### src/rtl/urfcr_pkg.sv
`timescale 1ns / 1ps
// ----------------------------------------------------------------------------
// urfcr_pkg
// Shared types and constants for the UART receive buffer and command parser.
// ----------------------------------------------------------------------------
package urfcr_pkg;

  localparam int ByteW    = 8;
  localparam int ErrW     = 3;
  localparam int FillW    = 3;
  localparam int InDataW  = 16;
  localparam int OutDataW = 32;

  localparam logic [ByteW-1:0] CH_O  = 8'h4F;
  localparam logic [ByteW-1:0] CH_K  = 8'h4B;
  localparam logic [ByteW-1:0] CH_CR = 8'h0D;
  localparam logic [ByteW-1:0] CH_E  = 8'h45;
  localparam logic [ByteW-1:0] CH_G  = 8'h47;
  localparam logic [ByteW-1:0] CH_0  = 8'h30;
  localparam logic [ByteW-1:0] CH_1  = 8'h31;

  localparam logic ACT_RX   = 1'b0;
  localparam logic ACT_READ = 1'b1;

  localparam logic [2:0] PS_IDLE  = 3'd0;
  localparam logic [2:0] PS_O     = 3'd1;
  localparam logic [2:0] PS_OK    = 3'd2;
  localparam logic [2:0] PS_E     = 3'd3;
  localparam logic [2:0] PS_EG    = 3'd4;

  typedef logic [InDataW-1:0]  in_data_t;
  typedef logic [OutDataW-1:0] out_data_t;

  typedef struct packed {
    logic             read_valid;
    logic             echo_valid;
    logic [ByteW-1:0] echo_byte;
    logic             ok_seen;
    logic             light_update;
    logic             light_on;
    logic             overflow_flag;
    logic [FillW-1:0] fill_count;
  } stage_t;

endpackage

### src/rtl/urfcr_ram.sv
`timescale 1ns / 1ps
// ----------------------------------------------------------------------------
// urfcr_ram
// Generic single-write, single-read RAM with a registered read port.
// ----------------------------------------------------------------------------
module urfcr_ram #(
  parameter int WIDTH = 8,
  parameter int DEPTH = 8
) (
  input  logic                     clk,
  input  logic                     we,
  input  logic [$clog2(DEPTH)-1:0] waddr,
  input  logic [WIDTH-1:0]         wdata,
  input  logic                     re,
  input  logic [$clog2(DEPTH)-1:0] raddr,
  output logic [WIDTH-1:0]         rdata
);

  logic [WIDTH-1:0] mem [DEPTH];

  always_ff @(posedge clk) begin
    if (we) begin
      mem[waddr] <= wdata;
    end
    if (re) begin
      rdata <= mem[raddr];
    end
  end

endmodule

### src/rtl/uart_rx_fifo_command_recognizer.sv
`timescale 1ns / 1ps
// ----------------------------------------------------------------------------
// uart_rx_fifo_command_recognizer
// UART receive ring buffer with echo and an O-K-CR / E-G-0/1 command parser.
// ----------------------------------------------------------------------------
// A request's result is held first in the RAM's registered read and the stage
// register, then in the output register.
// Throughput: one request per cycle; a stalled result holds off new requests.
// Reset clears the pointers, byte count, overflow flag, parser state and the
// pipeline valid bits. The RAM contents are not cleared.
// ----------------------------------------------------------------------------
module uart_rx_fifo_command_recognizer #(
  parameter int BUFFER_DEPTH = 8
) (
  input  logic                clk,
  input  logic                rst,
  input  logic                s_tvalid,
  output logic                s_tready,
  // [7:0] rx_byte, [10:8] rx_errors, [15:11] zero
  input  urfcr_pkg::in_data_t s_tdata,
  // [0] action
  input  logic                s_tuser,
  output logic                m_tvalid,
  input  logic                m_tready,
  // [0] read_valid, [8:1] read_byte, [9] echo_valid, [17:10] echo_byte,
  // [18] ok_seen, [19] light_update, [20] light_on, [21] overflow_flag,
  // [24:22] fill_count, [31:25] zero
  output urfcr_pkg::out_data_t m_tdata
);
  import urfcr_pkg::*;

  localparam int PtrW = $clog2(BUFFER_DEPTH);
  localparam logic [PtrW-1:0] LastIdx = PtrW'(BUFFER_DEPTH - 1);

  logic [PtrW-1:0]  write_pointer, write_pointer_next;
  logic [PtrW-1:0]  read_pointer, read_pointer_next;
  logic [PtrW-1:0]  byte_count, byte_count_next;
  logic             overflow_sticky, overflow_sticky_next;
  logic [2:0]       parse_state, parse_state_next;

  logic             s1_valid;
  stage_t           s1, s1_next;
  logic             s1_move;
  logic             accept;
  logic             good_rx;
  logic             do_read;
  logic [ByteW-1:0] rx_byte;
  logic [ErrW-1:0]  rx_errors;
  logic [ByteW-1:0] ram_q;
  logic [PtrW+FillW-1:0] count_ext;
  out_data_t        m_tdata_next;

  assign rx_byte   = s_tdata[ByteW-1:0];
  assign rx_errors = s_tdata[ByteW+ErrW-1:ByteW];
  assign s1_move   = s1_valid && (!m_tvalid || m_tready);
  assign s_tready  = !s1_valid || s1_move;
  assign accept    = s_tvalid && s_tready;
  assign good_rx   = accept && (s_tuser == ACT_RX) && (rx_errors == '0);
  assign do_read   = accept && (s_tuser == ACT_READ) && (byte_count != '0);

  urfcr_ram #(
    .WIDTH(ByteW),
    .DEPTH(BUFFER_DEPTH)
  ) u_ram (
    .clk  (clk),
    .we   (good_rx),
    .waddr(write_pointer),
    .wdata(rx_byte),
    .re   (accept),
    .raddr(read_pointer),
    .rdata(ram_q)
  );

  always_comb begin
    write_pointer_next   = write_pointer;
    read_pointer_next    = read_pointer;
    byte_count_next      = byte_count;
    overflow_sticky_next = overflow_sticky;
    parse_state_next     = parse_state;
    s1_next              = '0;
    if (good_rx) begin
      write_pointer_next = (write_pointer == LastIdx) ? '0 : write_pointer + 1'b1;
      if (byte_count == LastIdx) begin
        byte_count_next      = '0;
        overflow_sticky_next = 1'b1;
      end else begin
        byte_count_next = byte_count + 1'b1;
      end
      s1_next.echo_valid = 1'b1;
      s1_next.echo_byte  = rx_byte;
      case (parse_state)
        PS_O: begin
          parse_state_next = (rx_byte == CH_K) ? PS_OK : PS_IDLE;
        end
        PS_OK: begin
          s1_next.ok_seen  = (rx_byte == CH_CR);
          parse_state_next = PS_IDLE;
        end
        PS_E: begin
          parse_state_next = (rx_byte == CH_G) ? PS_EG : PS_IDLE;
        end
        PS_EG: begin
          s1_next.light_update = (rx_byte == CH_1) || (rx_byte == CH_0);
          s1_next.light_on     = (rx_byte == CH_1);
          parse_state_next     = PS_IDLE;
        end
        default: begin
          if (rx_byte == CH_O) begin
            parse_state_next = PS_O;
          end else if (rx_byte == CH_E) begin
            parse_state_next = PS_E;
          end else begin
            parse_state_next = PS_IDLE;
          end
        end
      endcase
    end else if (do_read) begin
      read_pointer_next  = (read_pointer == LastIdx) ? '0 : read_pointer + 1'b1;
      byte_count_next    = byte_count - 1'b1;
      s1_next.read_valid = 1'b1;
    end
    count_ext             = {{FillW{1'b0}}, byte_count_next};
    s1_next.overflow_flag = overflow_sticky_next;
    s1_next.fill_count    = count_ext[FillW-1:0];
  end

  always_comb begin
    m_tdata_next        = '0;
    m_tdata_next[0]     = s1.read_valid;
    m_tdata_next[8:1]   = s1.read_valid ? ram_q : '0;
    m_tdata_next[9]     = s1.echo_valid;
    m_tdata_next[17:10] = s1.echo_byte;
    m_tdata_next[18]    = s1.ok_seen;
    m_tdata_next[19]    = s1.light_update;
    m_tdata_next[20]    = s1.light_on;
    m_tdata_next[21]    = s1.overflow_flag;
    m_tdata_next[24:22] = s1.fill_count;
  end

  always_ff @(posedge clk) begin
    if (rst) begin
      write_pointer   <= '0;
      read_pointer    <= '0;
      byte_count      <= '0;
      overflow_sticky <= 1'b0;
      parse_state     <= PS_IDLE;
      s1_valid        <= 1'b0;
      m_tvalid        <= 1'b0;
    end else begin
      write_pointer   <= write_pointer_next;
      read_pointer    <= read_pointer_next;
      byte_count      <= byte_count_next;
      overflow_sticky <= overflow_sticky_next;
      parse_state     <= parse_state_next;
      if (accept) begin
        s1_valid <= 1'b1;
      end else if (s1_move) begin
        s1_valid <= 1'b0;
      end
      if (s1_move) begin
        m_tvalid <= 1'b1;
      end else if (m_tready) begin
        m_tvalid <= 1'b0;
      end
    end
  end

  always_ff @(posedge clk) begin
    if (accept) begin
      s1 <= s1_next;
    end
    if (s1_move) begin
      m_tdata <= m_tdata_next;
    end
  end

  a_accept_fills_stage: assert property (@(posedge clk) disable iff (rst)
    accept |=> s1_valid)
    else $error("Accepted request did not reach the result stage.");

  a_stage_holds: assert property (@(posedge clk) disable iff (rst)
    (s1_valid && !s1_move) |=> (s1_valid && $stable(s1)))
    else $error("Stalled result stage changed.");

  a_empty_read: assert property (@(posedge clk) disable iff (rst)
    (accept && (s_tuser == ACT_READ) && (byte_count == '0)) |=> !s1.read_valid)
    else $error("Read on an empty buffer returned a byte.");

  a_overflow_sticky: assert property (@(posedge clk) disable iff (rst)
    overflow_sticky |=> overflow_sticky)
    else $error("Overflow flag cleared without reset.");

endmodule
### config.mk
export PLATFORM = sky130hd
export DESIGN_NAME = uart_rx_fifo_command_recognizer
export DESIGN_NICKNAME = d
export VERILOG_FILES = /design/src/rtl/urfcr_pkg.sv /design/src/rtl/urfcr_ram.sv /design/src/rtl/uart_rx_fifo_command_recognizer.sv
export SDC_FILE = /design/constraint.sdc
export NUM_CORES = 1
export LEC_CHECK = 0
export BUFFER_PORTS_ARGS = -buffer_cell sky130_fd_sc_hd__buf_2
export CORE_ASPECT_RATIO = 1.25
export CORE_UTILIZATION = 51
export CTS_CLUSTER_SIZE = 10
export DETAILED_ROUTE_END_ITERATION = 16
export GPL_ROUTABILITY_DRIVEN = 0
export PLACE_DENSITY = 0.71
export SLEW_MARGIN = 20
export SYNTH_ARGS = -nofsm -noshare
export SYNTH_HDL_FRONTEND = slang
export SYNTH_HIERARCHICAL = 1
export SYNTH_SLANG_ARGS = --single-unit
export TNS_END_PERCENT = 10
### constraint.sdc
create_clock -name clk -period 5.5 [get_ports clk]
set_clock_uncertainty 0.1 [all_clocks]
set_input_delay 0.275 -clock clk [delete_from_list [all_inputs] [get_ports clk]]
set_output_delay 0.275 -clock clk [all_outputs]
set_load 0.005 [all_outputs]
## Word level (Yosys, flattened, before mapping)

Memory sizes are Yosys's and may differ from the RTL's. A register that Yosys moved wholly into a read port is not among the register bits.
Cells that the tools add are included.

| storage, ports and cells | value |
|---|---|
| register bits after elaboration | 57 |
| bits in writable memories | 64 |
| memory bits (read-only) | 0 |
| memories | 1 |
| input port bits | 21 |
| bits in latches | 0 |

| operators by class | value |
|---|---|
| add/sub/neg operators | 4 |
| equal/unequal tests | 14 |
| magnitude comparators | 0 |
| bitwise operators | 2 |
| shifts and indexed selects | 0 |
| div/mod/pow operators | 0 |
| $mul | 0 |
| reduce and logical (&&, ||, !) cells | 19 |
| muxes and demuxes | 22 |

Memory list:

| memory | words | bits a word | read ports | clocked after Yosys merged registers in | wr ports | RTL line | source |
|---|---|---|---|---|---|---|---|
| u_ram.mem | 8 | 8 | 1 | 1 | 1 | urfcr_ram.sv:19 | `logic [WIDTH-1:0] mem [DEPTH];` |

Operators by type and width:

| kind | number |
|---|---|
| == test 8 x 7 -> 1 bit (second input constant) | 4 |
| two-way mux 3 bit | 6 |
| == test 8 x 6 -> 1 bit (second input constant) | 2 |
| == test 3 bit (second input constant) | 4 |
| two-way mux 12 bit | 1 |
| two-way mux 1 bit | 10 |
| adder 3 x 1 -> 3 bit (second input constant) | 3 |
| case mux 3 bit (3 select lines) | 1 |
| == test 8 x 4 -> 1 bit (second input constant) | 1 |
| two-way mux 2 bit | 4 |
| == test 3 x 2 -> 1 bit (second input constant) | 2 |
| logical AND 1 bit | 6 |
| AND reduction 2 bit | 3 |
| nonzero test 2 bit | 2 |
| == test 3 x 1 -> 1 bit (second input constant) | 1 |
| zero test 3 bit | 1 |
| logical OR 1 bit | 3 |
| nonzero test 3 bit | 1 |
| subtractor 3 x 1 -> 3 bit (second input constant) | 1 |
| zero test 1 bit | 2 |
| NOT 1 bit | 2 |
| OR reduction 2 bit | 1 |

## Longest topological paths before layout

Gate-level depths: netlist of run 1.

| depth | value |
|---|---|
| word-level depth | 9 |
| mapped depth | 7 |
| gate-level depth less buffers | 7 |

## Cells and area by module

Netlist of run 1, hierarchy kept.

By module, submodules not included:

| module | area an instance (um^2) | cells each | instances |
|---|---|---|---|
| urfcr_ram | 2,771.4 | 114 | 1 |
| uart_rx_fifo_command_recognizer | 2,323.5 | 171 | 1 |

## Worst setup path before layout of run 1

No wires, ideal clock.

| path | value |
|---|---|
| path type | register to register |
| start | register s1_valid |
| end | register m_tdata[0], enable pin |
| setup time | 0.445 ns |
| stages on the path, launching flop included | 2 |
| period minus slack after synthesis | 2.778 ns |
| arrival | 2.232 ns |
| path buffers | 0 |
| required time | 4.955 ns |
| path slack | 2.722 ns |
| cells stage by stage | dfxtp_1 -> a21boi_0 |

| on the way | value |
|---|---|
| word-level cells in the longest chain between the ends | 1 |

Ends and longest elaborated chain:

| item | RTL line | source |
|---|---|---|
| start, declared | uart_rx_fifo_command_recognizer.sv:41 | `logic s1_valid;` |
| start signal, assigned | uart_rx_fifo_command_recognizer.sv:147 | `s1_valid <= 1'b0;` |
| start signal, assigned | uart_rx_fifo_command_recognizer.sv:156 | `s1_valid <= 1'b1;` |
| start signal, assigned | uart_rx_fifo_command_recognizer.sv:158 | `s1_valid <= 1'b0;` |
| logical AND 1 bit | uart_rx_fifo_command_recognizer.sv:55 | `assign s1_move = s1_valid && (!m_tvalid \|\| m_tready);` |
| net s1_move | uart_rx_fifo_command_recognizer.sv:43 | `logic s1_move;` |
| end signal, assigned | uart_rx_fifo_command_recognizer.sv:173 | `m_tdata <= m_tdata_next;` |
| end, declared | uart_rx_fifo_command_recognizer.sv:28 | `output urfcr_pkg::out_data_t m_tdata` |

The timed path passes the listed nets, and every way through them passes these cells.
A chain may end at the register's enable or synchronous reset.

==> results.md, run 1 <==
- Status: complete, no violations
- Reg2reg start: read_pointer[0]$_SDFFE_PP0P_
- Post-Synthesis Cells: between 200 and 300
- Vias in the first global route: 2463
- Setup tns final: 0 ns
- Die area: about 0.010 mm^2
- Row count: 40
- Share of post-route cells with drive strength above 1: 24.7%
- Layout net count: 368
- Hold buffers post-CTS: 0
- Synth Warn #: 6
- Total routed wirelength: 8510 um
- Leakage: between 2 and 2.5 nW
- Die width: 91.4 um
- Seq pwr share: a little under half
- Worst r2r path cells: 2
- Final Non-Filler Cells: 478
- Post-DP Area: roughly 0.0054 mm^2
- FFs w/ async S/R, synth: 0%
- Total global routing overflow: 0
- Net Switching: around 430 uW
- Hold path cells: 3
- Initial DRC count: 156
- Clk pwr share: between 50% and 60%
- Setup violations, final: 0
- Inst Count DP: around 450
- Via density: between 5 and 6
- Final Total Pwr: 2.34 mW
- Sw Ratio: between 10% and 20%
- Clock root buffer: clkbuf_16
- HP Start: s_tvalid
- Antenna cell count: 0
- Initial antenna violation count: 0
- Sinks on Clock Net: 129
- Arr. time, crit path: 2.40 ns
- Peak VDD IR: 0.225 mV
- Sequential fraction of the synthesis area: between 70% and 80%
- Pint: approximately 1.9 mW
- Internal reg-to-reg setup slack: about 3.2 ns
- Worst-path fanout max: 19
- Fin area: 0.00603 mm^2
- Residual DRC: 0
- Htree depth: 4
- Period utilisation layout: 42.6%
- Area growth syn-to-layout: 18.3%
- Antenna Violating Nets Remaining: 0
- I/O Pins: 55
- CTS tree: done
- Core ar.: a little under 0.01 mm^2
- #FFs+latches synth: 129
- Crit path required time: 5.55 ns
- Hold Path Class: primary input to flip-flop
- DRT Pass-1 Iters: 4
- Relative slew margins: 31.2%
- Post-synth EDFFs: 114
- Final hold vios: 0
- Logic pwr share: ~3.0%
- Worst-margin pin slew: 1.03 ns
- Total GRT Usage: 18.2%
- Crit start category: flip-flop
- CTS resizes: 0
- Final worst path period need: 2.35 ns
- Synthesized area per cell: between 15 and 20 um^2
- Max clock buf depth: 2
- First-pass GRT wire length: 13300 um
- Worst reg2reg path endpoint: u_ram/rdata[2]$_DFFE_PP_
- Clock transition at path regs: about 0.050 ns
- Crit. End Element: flip-flop
- Port bufs: 42
- WL/cell: 17.8 um
- Pin count of the biggest net entering global routing: 26
- Power Density: 388 mW/mm^2
- Fmax: 426 MHz
- Inserted Clock Buffers: 17
- Post-layout util: 62.4%
- Vias: between 2000 and 3000
- Starting Density: 52.7%
- Cell variety after synth: 48
- Slew Limit Fails: 0
- Max-Cap Viols: 0
- Mapped cell area: 0.00509 mm^2
- Top FF cell, synth: edfxtp_1
- Kind of critical path: flip-flop to flip-flop
- Postcts setup bufs: 0
- RSZ-0062 raised after global routing: false
- Vert. Die Dim: 114 um
- Final HPWL DP: 5150 um
- Skew-Pair Late Insertion Delay: between 0.4 and 0.5 ns
- Hold EP: s1_valid$_SDFFE_PP0P_
[synthesized netlist by cell type, drive strengths merged (2+ instances only)]
cell type / number / share of area, %
or3: 2 / 0.25
dfxtp: 15 / 5.9
nand3b: 3 / 0.52
clkbuf: 3 / 0.22
nor2b: 3 / 0.37
nand2b: 5 / 0.61
nand3: 7 / 0.93
a21oi: 10 / 0.98
nand2: 14 / 1.0
nor4: 3 / 0.66
a22o: 2 / 0.34
inv: 7 / 0.52
buf: 12 / 2.0
mux4: 16 / 8.2
and2: 18 / 2.2
edfxtp: 114 / 67
nor3: 2 / 0.20
a211oi: 2 / 0.29
mux2: 8 / 1.8
nor2: 13 / 0.96
ha: 8 / 2.0
[metrics by stage]
stage	setup slack, ns	hold WS (ns)
finish	3.15	0.0598
global route	3.02	0.0570
CTS	3.13	0.0484
detailed placement	2.92	0.305
global placement	2.61	0.303
floorplan	2.72	0.247
[cell families after synthesis]
family | after synthesis | share of synthesized area [%]
xor+xnor | 1 | 0.172
flops | 129 | 73.1
fa+ha+maj | 8 | 1.96
simple gates | 79 | 9.48
buf+inv | 22 | 2.70
compound gates | 21 | 2.58
other cells | 1 | 0.0736
mux | 24 | 9.95
[placed cells by master (no fill, tap or decap), types with 2 or more instances in the layout]
cell type   Yosys  routed
a211oi_1        2       2
a21oi_1        10      10
a22o_1          2       2
and2_1         18      18
buf_2           1      42
buf_4           8       2
bufinv_16       0       5
clkbuf_16       0      17
clkinv_1        0       5
clkinv_2        0       2
clkinvlp_4      0       2
conb_1          1       7
dfxtp_1        15      15
edfxtp_1      114     114
ha_1            8       8
inv_1           6       6
mux2_2          8       8
mux4_1         15      15
nand2_1        14      14
nand2b_1        5       5
nand3_1         6       6
nand3b_1        2       2
nor2_1         13      13
nor2b_1         3       3
nor3_2          0       2
nor4_1          2       2
or3_1           2       2
[power by group through the flow]
stage / sequential [mW] / combinational, mW / clock [mW]
after floorplan: 1.12 / 0.0410 / 0
after global placement: 1.12 / 0.0681 / 0
after detailed placement: 1.12 / 0.0707 / 0
after CTS: 1.10 / 0.0713 / 1.19
after global routing: 1.10 / 0.0783 / 1.24
final: 1.10 / 0.0705 / 1.17
[final cells by class]
cell class,count,area (um^2)
tap,126,158
timing repair buffer,44,225
clock buffer,18,429
sequential,129,3720
clock inverter,14,194
fill,679,3630
multi-input combinational,140,1270
inverter,7,26.3
[worst max-delay path by stage]
stage	startpoint	to	slack [ns]	depth (start not counted)
after global routing	m_tvalid$_SDFFE_PP0P_	u_ram/mem[6][1]$_DFFE_PP_	3.02	5
after floorplan	s1_valid$_SDFFE_PP0P_	m_tdata[0]$_DFFE_PP_	2.72	1
final	read_pointer[0]$_SDFFE_PP0P_	u_ram/rdata[2]$_DFFE_PP_	3.15	2
after detailed placement	s_tuser	u_ram/mem[6][6]$_DFFE_PP_	2.92	6
after global placement	s_tuser	u_ram/mem[4][6]$_DFFE_PP_	2.61	6
after CTS	read_pointer[0]$_SDFFE_PP0P_	u_ram/rdata[2]$_DFFE_PP_	3.13	2
[critical path: stages, from the launching register on]
cell and delay, ns:
dfxtp_1 1.00, mux4_1 0.70, mux2_2 0.29
[routing by layer]
metal / global-route usage, % / share of wire (%) / vias up / wire length [um]
met4: 7.62 / 0.94 / 0 / 80
li1: - / - / 1212 / -
met3: 6.60 / 4.5 / 7 / 385
met2: 29.4 / 51 / 82 / 4370
met5: 0 / 0 / - / 0
met1: 22.2 / 43 / 1304 / 3680
[flip-flops by register name, indices dropped and copies added (netlist names)]
register,count
byte_count,3
m_tdata,25
m_tdata_next,17
m_tvalid,1
overflow_sticky,1
parse_state,3
read_pointer,3
s1_valid,1
u_ram/mem,64
u_ram/rdata,8
write_pointer,3
(Power assumes the default switching activity.)
==> inputs of run 2 (changes only) <==
==> constraint.sdc (replaced) <==
create_clock -name clk -period 2.3 [get_ports clk]
set_clock_uncertainty 0.1 [all_clocks]
set_input_delay 0.115 -clock clk [delete_from_list [all_inputs] [get_ports clk]]
set_output_delay 0.115 -clock clk [all_outputs]
set_load 0.005 [all_outputs]
==> run 2 against run 1 <==
  * Worst setup slack worse by 2.8 ns
  * Routed wire length is 0.12% lower
  * Combinational power grew to 2.8 times the previous value
  * Flip-flop and latch count stayed put
  * Critical path depth is 5 higher
  * Final cell count is 4.8% higher
  * Utilization is 0.87 points higher
  * First-iteration DRC count is 14% lower
  * Die area stayed put
  * Critical path type unchanged
==> results.md, run 2 (synthesized netlist as in run 1, its figures left out) <==
- Status: complete, no violations
- Critical path, cell by cell: inv_1 -> ha_1 -> ha_1 -> and2b_1 -> nand3_1 -> or3_1 -> a21oi_1
- Number of flip-flops in the largest register: 64 (unchanged)
- Vias: 2686 (+3.1%)
- Most flops, register: u_ram/mem
- Post-layout util: 63.3% (+0.87 points)
- Row count: 40 (unchanged)
- Pin count of the biggest net entering global routing: 26 (unchanged)
- Sinks on Clock Net: 129 (unchanged)
- First-pass GRT wire length: 13500 um (+2.0%)
- Arr. time, crit path: 2.17 ns (-0.23 ns)
- Hold Path Class: primary input to flip-flop
- Initial antenna violation count: 0 (unchanged)
- Share of post-route cells with drive strength above 1: 24.8% (+0.084 points)
- Levels on crit path: 7 (+5)
- Fmax: 518 MHz (+22%)
- Worst r2r path cells: 7 (+5)
- I/O Pins: 55 (unchanged)
- CTS tree: done
- Relative slew margins: 65.5% (+34 points)
- Most frequent cells in the layout: edfxtp_1, buf_2, and2_1
- Final worst path period need: 1.93 ns (-0.416 ns)
- Final Total Pwr: 5.15 mW (+120%)
- Htree depth: 4 (unchanged)
- Peak VDD IR: 0.471 mV (+110%)
- Die area: 0.0104 mm^2 (unchanged)
- Crit. End Element: flip-flop
- Internal reg-to-reg setup slack: 0.37 ns (-2.78 ns)
- Crit path required time: 2.54 ns (-3.01 ns)
- Antenna cell count: 0 (unchanged)
- Setup violations, final: 0 (unchanged)
- Setup tns final: 0 ns (unchanged)
- Worst setup endpoint: read_pointer[0]$_SDFFE_PP0P_
- Crit start category: flip-flop
- Most common cell after layout, fill and taps aside: edfxtp_1
- Period utilisation layout: 83.9% (+41 points)
- Fin worst setup slack: 0.370 ns (-2.78 ns)
- Via density: 5.36 (-1.6%)
- Worst-path fanout max: 5 (-14)
- Max-Cap Viols: 0 (unchanged)
- RSZ-0062 raised after global routing: false
- DRT Pass-1 Iters: 5 (+1)
- Antenna Violating Nets Remaining: 0 (unchanged)
- Critical path's slowest cell: or3_1
- Critical path's largest stage delay: 0.36 ns (-0.64 ns)
- Crit path buf inv count: 1 (+1)
- Skew-Pair Late Insertion Delay: 0.41 ns (about the same)
- Die width: 91.4 um (unchanged)
- Place WS: 0.363 ns (-2.55 ns)
- Crit path top cell by count: ha_1
- Final hold vios: 0 (unchanged)
- Crit path launch: byte_count[0]$_SDFF_PP0_
- Layout net count: 391 (+6.3%)
- Max clock buf depth: 2 (unchanged)
- Vias in the first global route: 2618 (+6.3%)
- Kind of critical path: flip-flop to flip-flop
- Clock transition at path regs: 0.05 ns (about the same)
- Inserted Clock Buffers: 17 (unchanged)
- CP delay by family, top: simple AND/OR/NAND/NOR gates
- Leakage: 2.21 nW (+2.8%)
- Total GRT Usage: 18.3% (+0.082 points)
- Total routed wirelength: 8500 um (-0.12%)
- Power Density: 843 mW/mm^2 (+120%)
- Port bufs: 42 (unchanged)
- Hold buffers post-CTS: 12 (+12)
- Postcts setup bufs: 0 (unchanged)
- Initial DRC count: 134 (-14%)
- Worst-margin pin slew: 0.518 ns (-0.513 ns)
- Final HPWL DP: 5290 um (+2.7%)
- Slew Limit Fails: 0 (unchanged)
- Residual DRC: 0 (unchanged)
- Core ar.: 0.00966 mm^2 (unchanged)
- WL/cell: 17.0 um (-4.7%)
- Vert. Die Dim: 114 um (unchanged)
- Clock root buffer: clkbuf_16
- Reg2reg start: byte_count[0]$_SDFF_PP0_
- Starting Density: 52.7% (unchanged)
- CTS resizes: 0 (unchanged)
- Total global routing overflow: 0 (unchanged)
- Area growth syn-to-layout: 19.9%
- Worst reg2reg path endpoint: read_pointer[0]$_SDFFE_PP0P_
[run 2: cell types whose count changed in the layout (fill, tap and decap cells not counted), sizes merged]
cell | previous run | this run
clkinv | 7 | 8
buf | 44 | 55
dlygate4sd3 | 0 | 12
clkinvlp | 2 | 0
clkbuf | 18 | 23
bufinv | 5 | 1
[run 2: cell type report]
class,instances,area (um^2)
Sequential cell,129,3720
Fill cell,700,3550
Multi-Input combinational cell,140,1260
Clock buffer,23,448
Timing Repair Buffer,67,428
Tap cell,126,158
Clock inverter,9,66.3
Inverter,7,26.3
[run 2: power by group]
group          internal (mW)  switching (mW)
logic                 0.0820           0.112
registers               2.61          0.0172
clock network           1.46           0.874
[run 2: how the worst min path moves through the flow]
stage | start | to | slack (ns) | depth (start not counted)
2_1_floorplan | rst | byte_count[1]$_SDFF_PP0_ | 0.09 | 1
3_3_place_gp | m_tdata_next[11]$_SDFFCE_PP0P_ | m_tdata[11]$_DFFE_PP_ | 0.30 | 0
3_5_place_dp | m_tdata_next[9]$_DFFE_PP_ | m_tdata[9]$_DFFE_PP_ | 0.31 | 0
4_1_cts | s_tdata[8] | byte_count[0]$_SDFF_PP0_ | 0.09 | 5
5_1_grt | s_tdata[10] | write_pointer[0]$_SDFFE_PP0N_ | 0.14 | 5
6_report | s_tdata[8] | byte_count[0]$_SDFF_PP0_ | 0.12 | 5
[run 2: worst reg2reg max path, cell delays in order, from the launching register on]
cell,delay (ns)
dfxtp_1,0.35
inv_1,0.07
ha_1,0.20
ha_1,0.20
and2b_1,0.27
nand3_1,0.21
or3_1,0.36
a21oi_1,0.11
[run 2: through the flow]
| stage | cell area (um^2) | cells | hold WS [ns] |
|---|---|---|---|
| final | 6110 | 501 | 0.118 |
| after global routing | 6110 | 501 | 0.139 |
| after CTS | 6110 | 501 | 0.0936 |
| after detailed placement | 5480 | 457 | 0.307 |
| after global placement | 5480 | 457 | 0.302 |
| after floorplan | 5120 | 291 | 0.0866 |
[run 2: metal layers]
| metal | global-route usage [%] | up-vias | routed length, um |
|---|---|---|---|
| met4 | 10.6 | 0 | 182 |
| li1 | - | 1260 | - |
| met2 | 28.3 | 87 | 4230 |
| met1 | 22.6 | 1322 | 3680 |
| met3 | 6.00 | 17 | 414 |
| met5 | 0 | - | 0 |
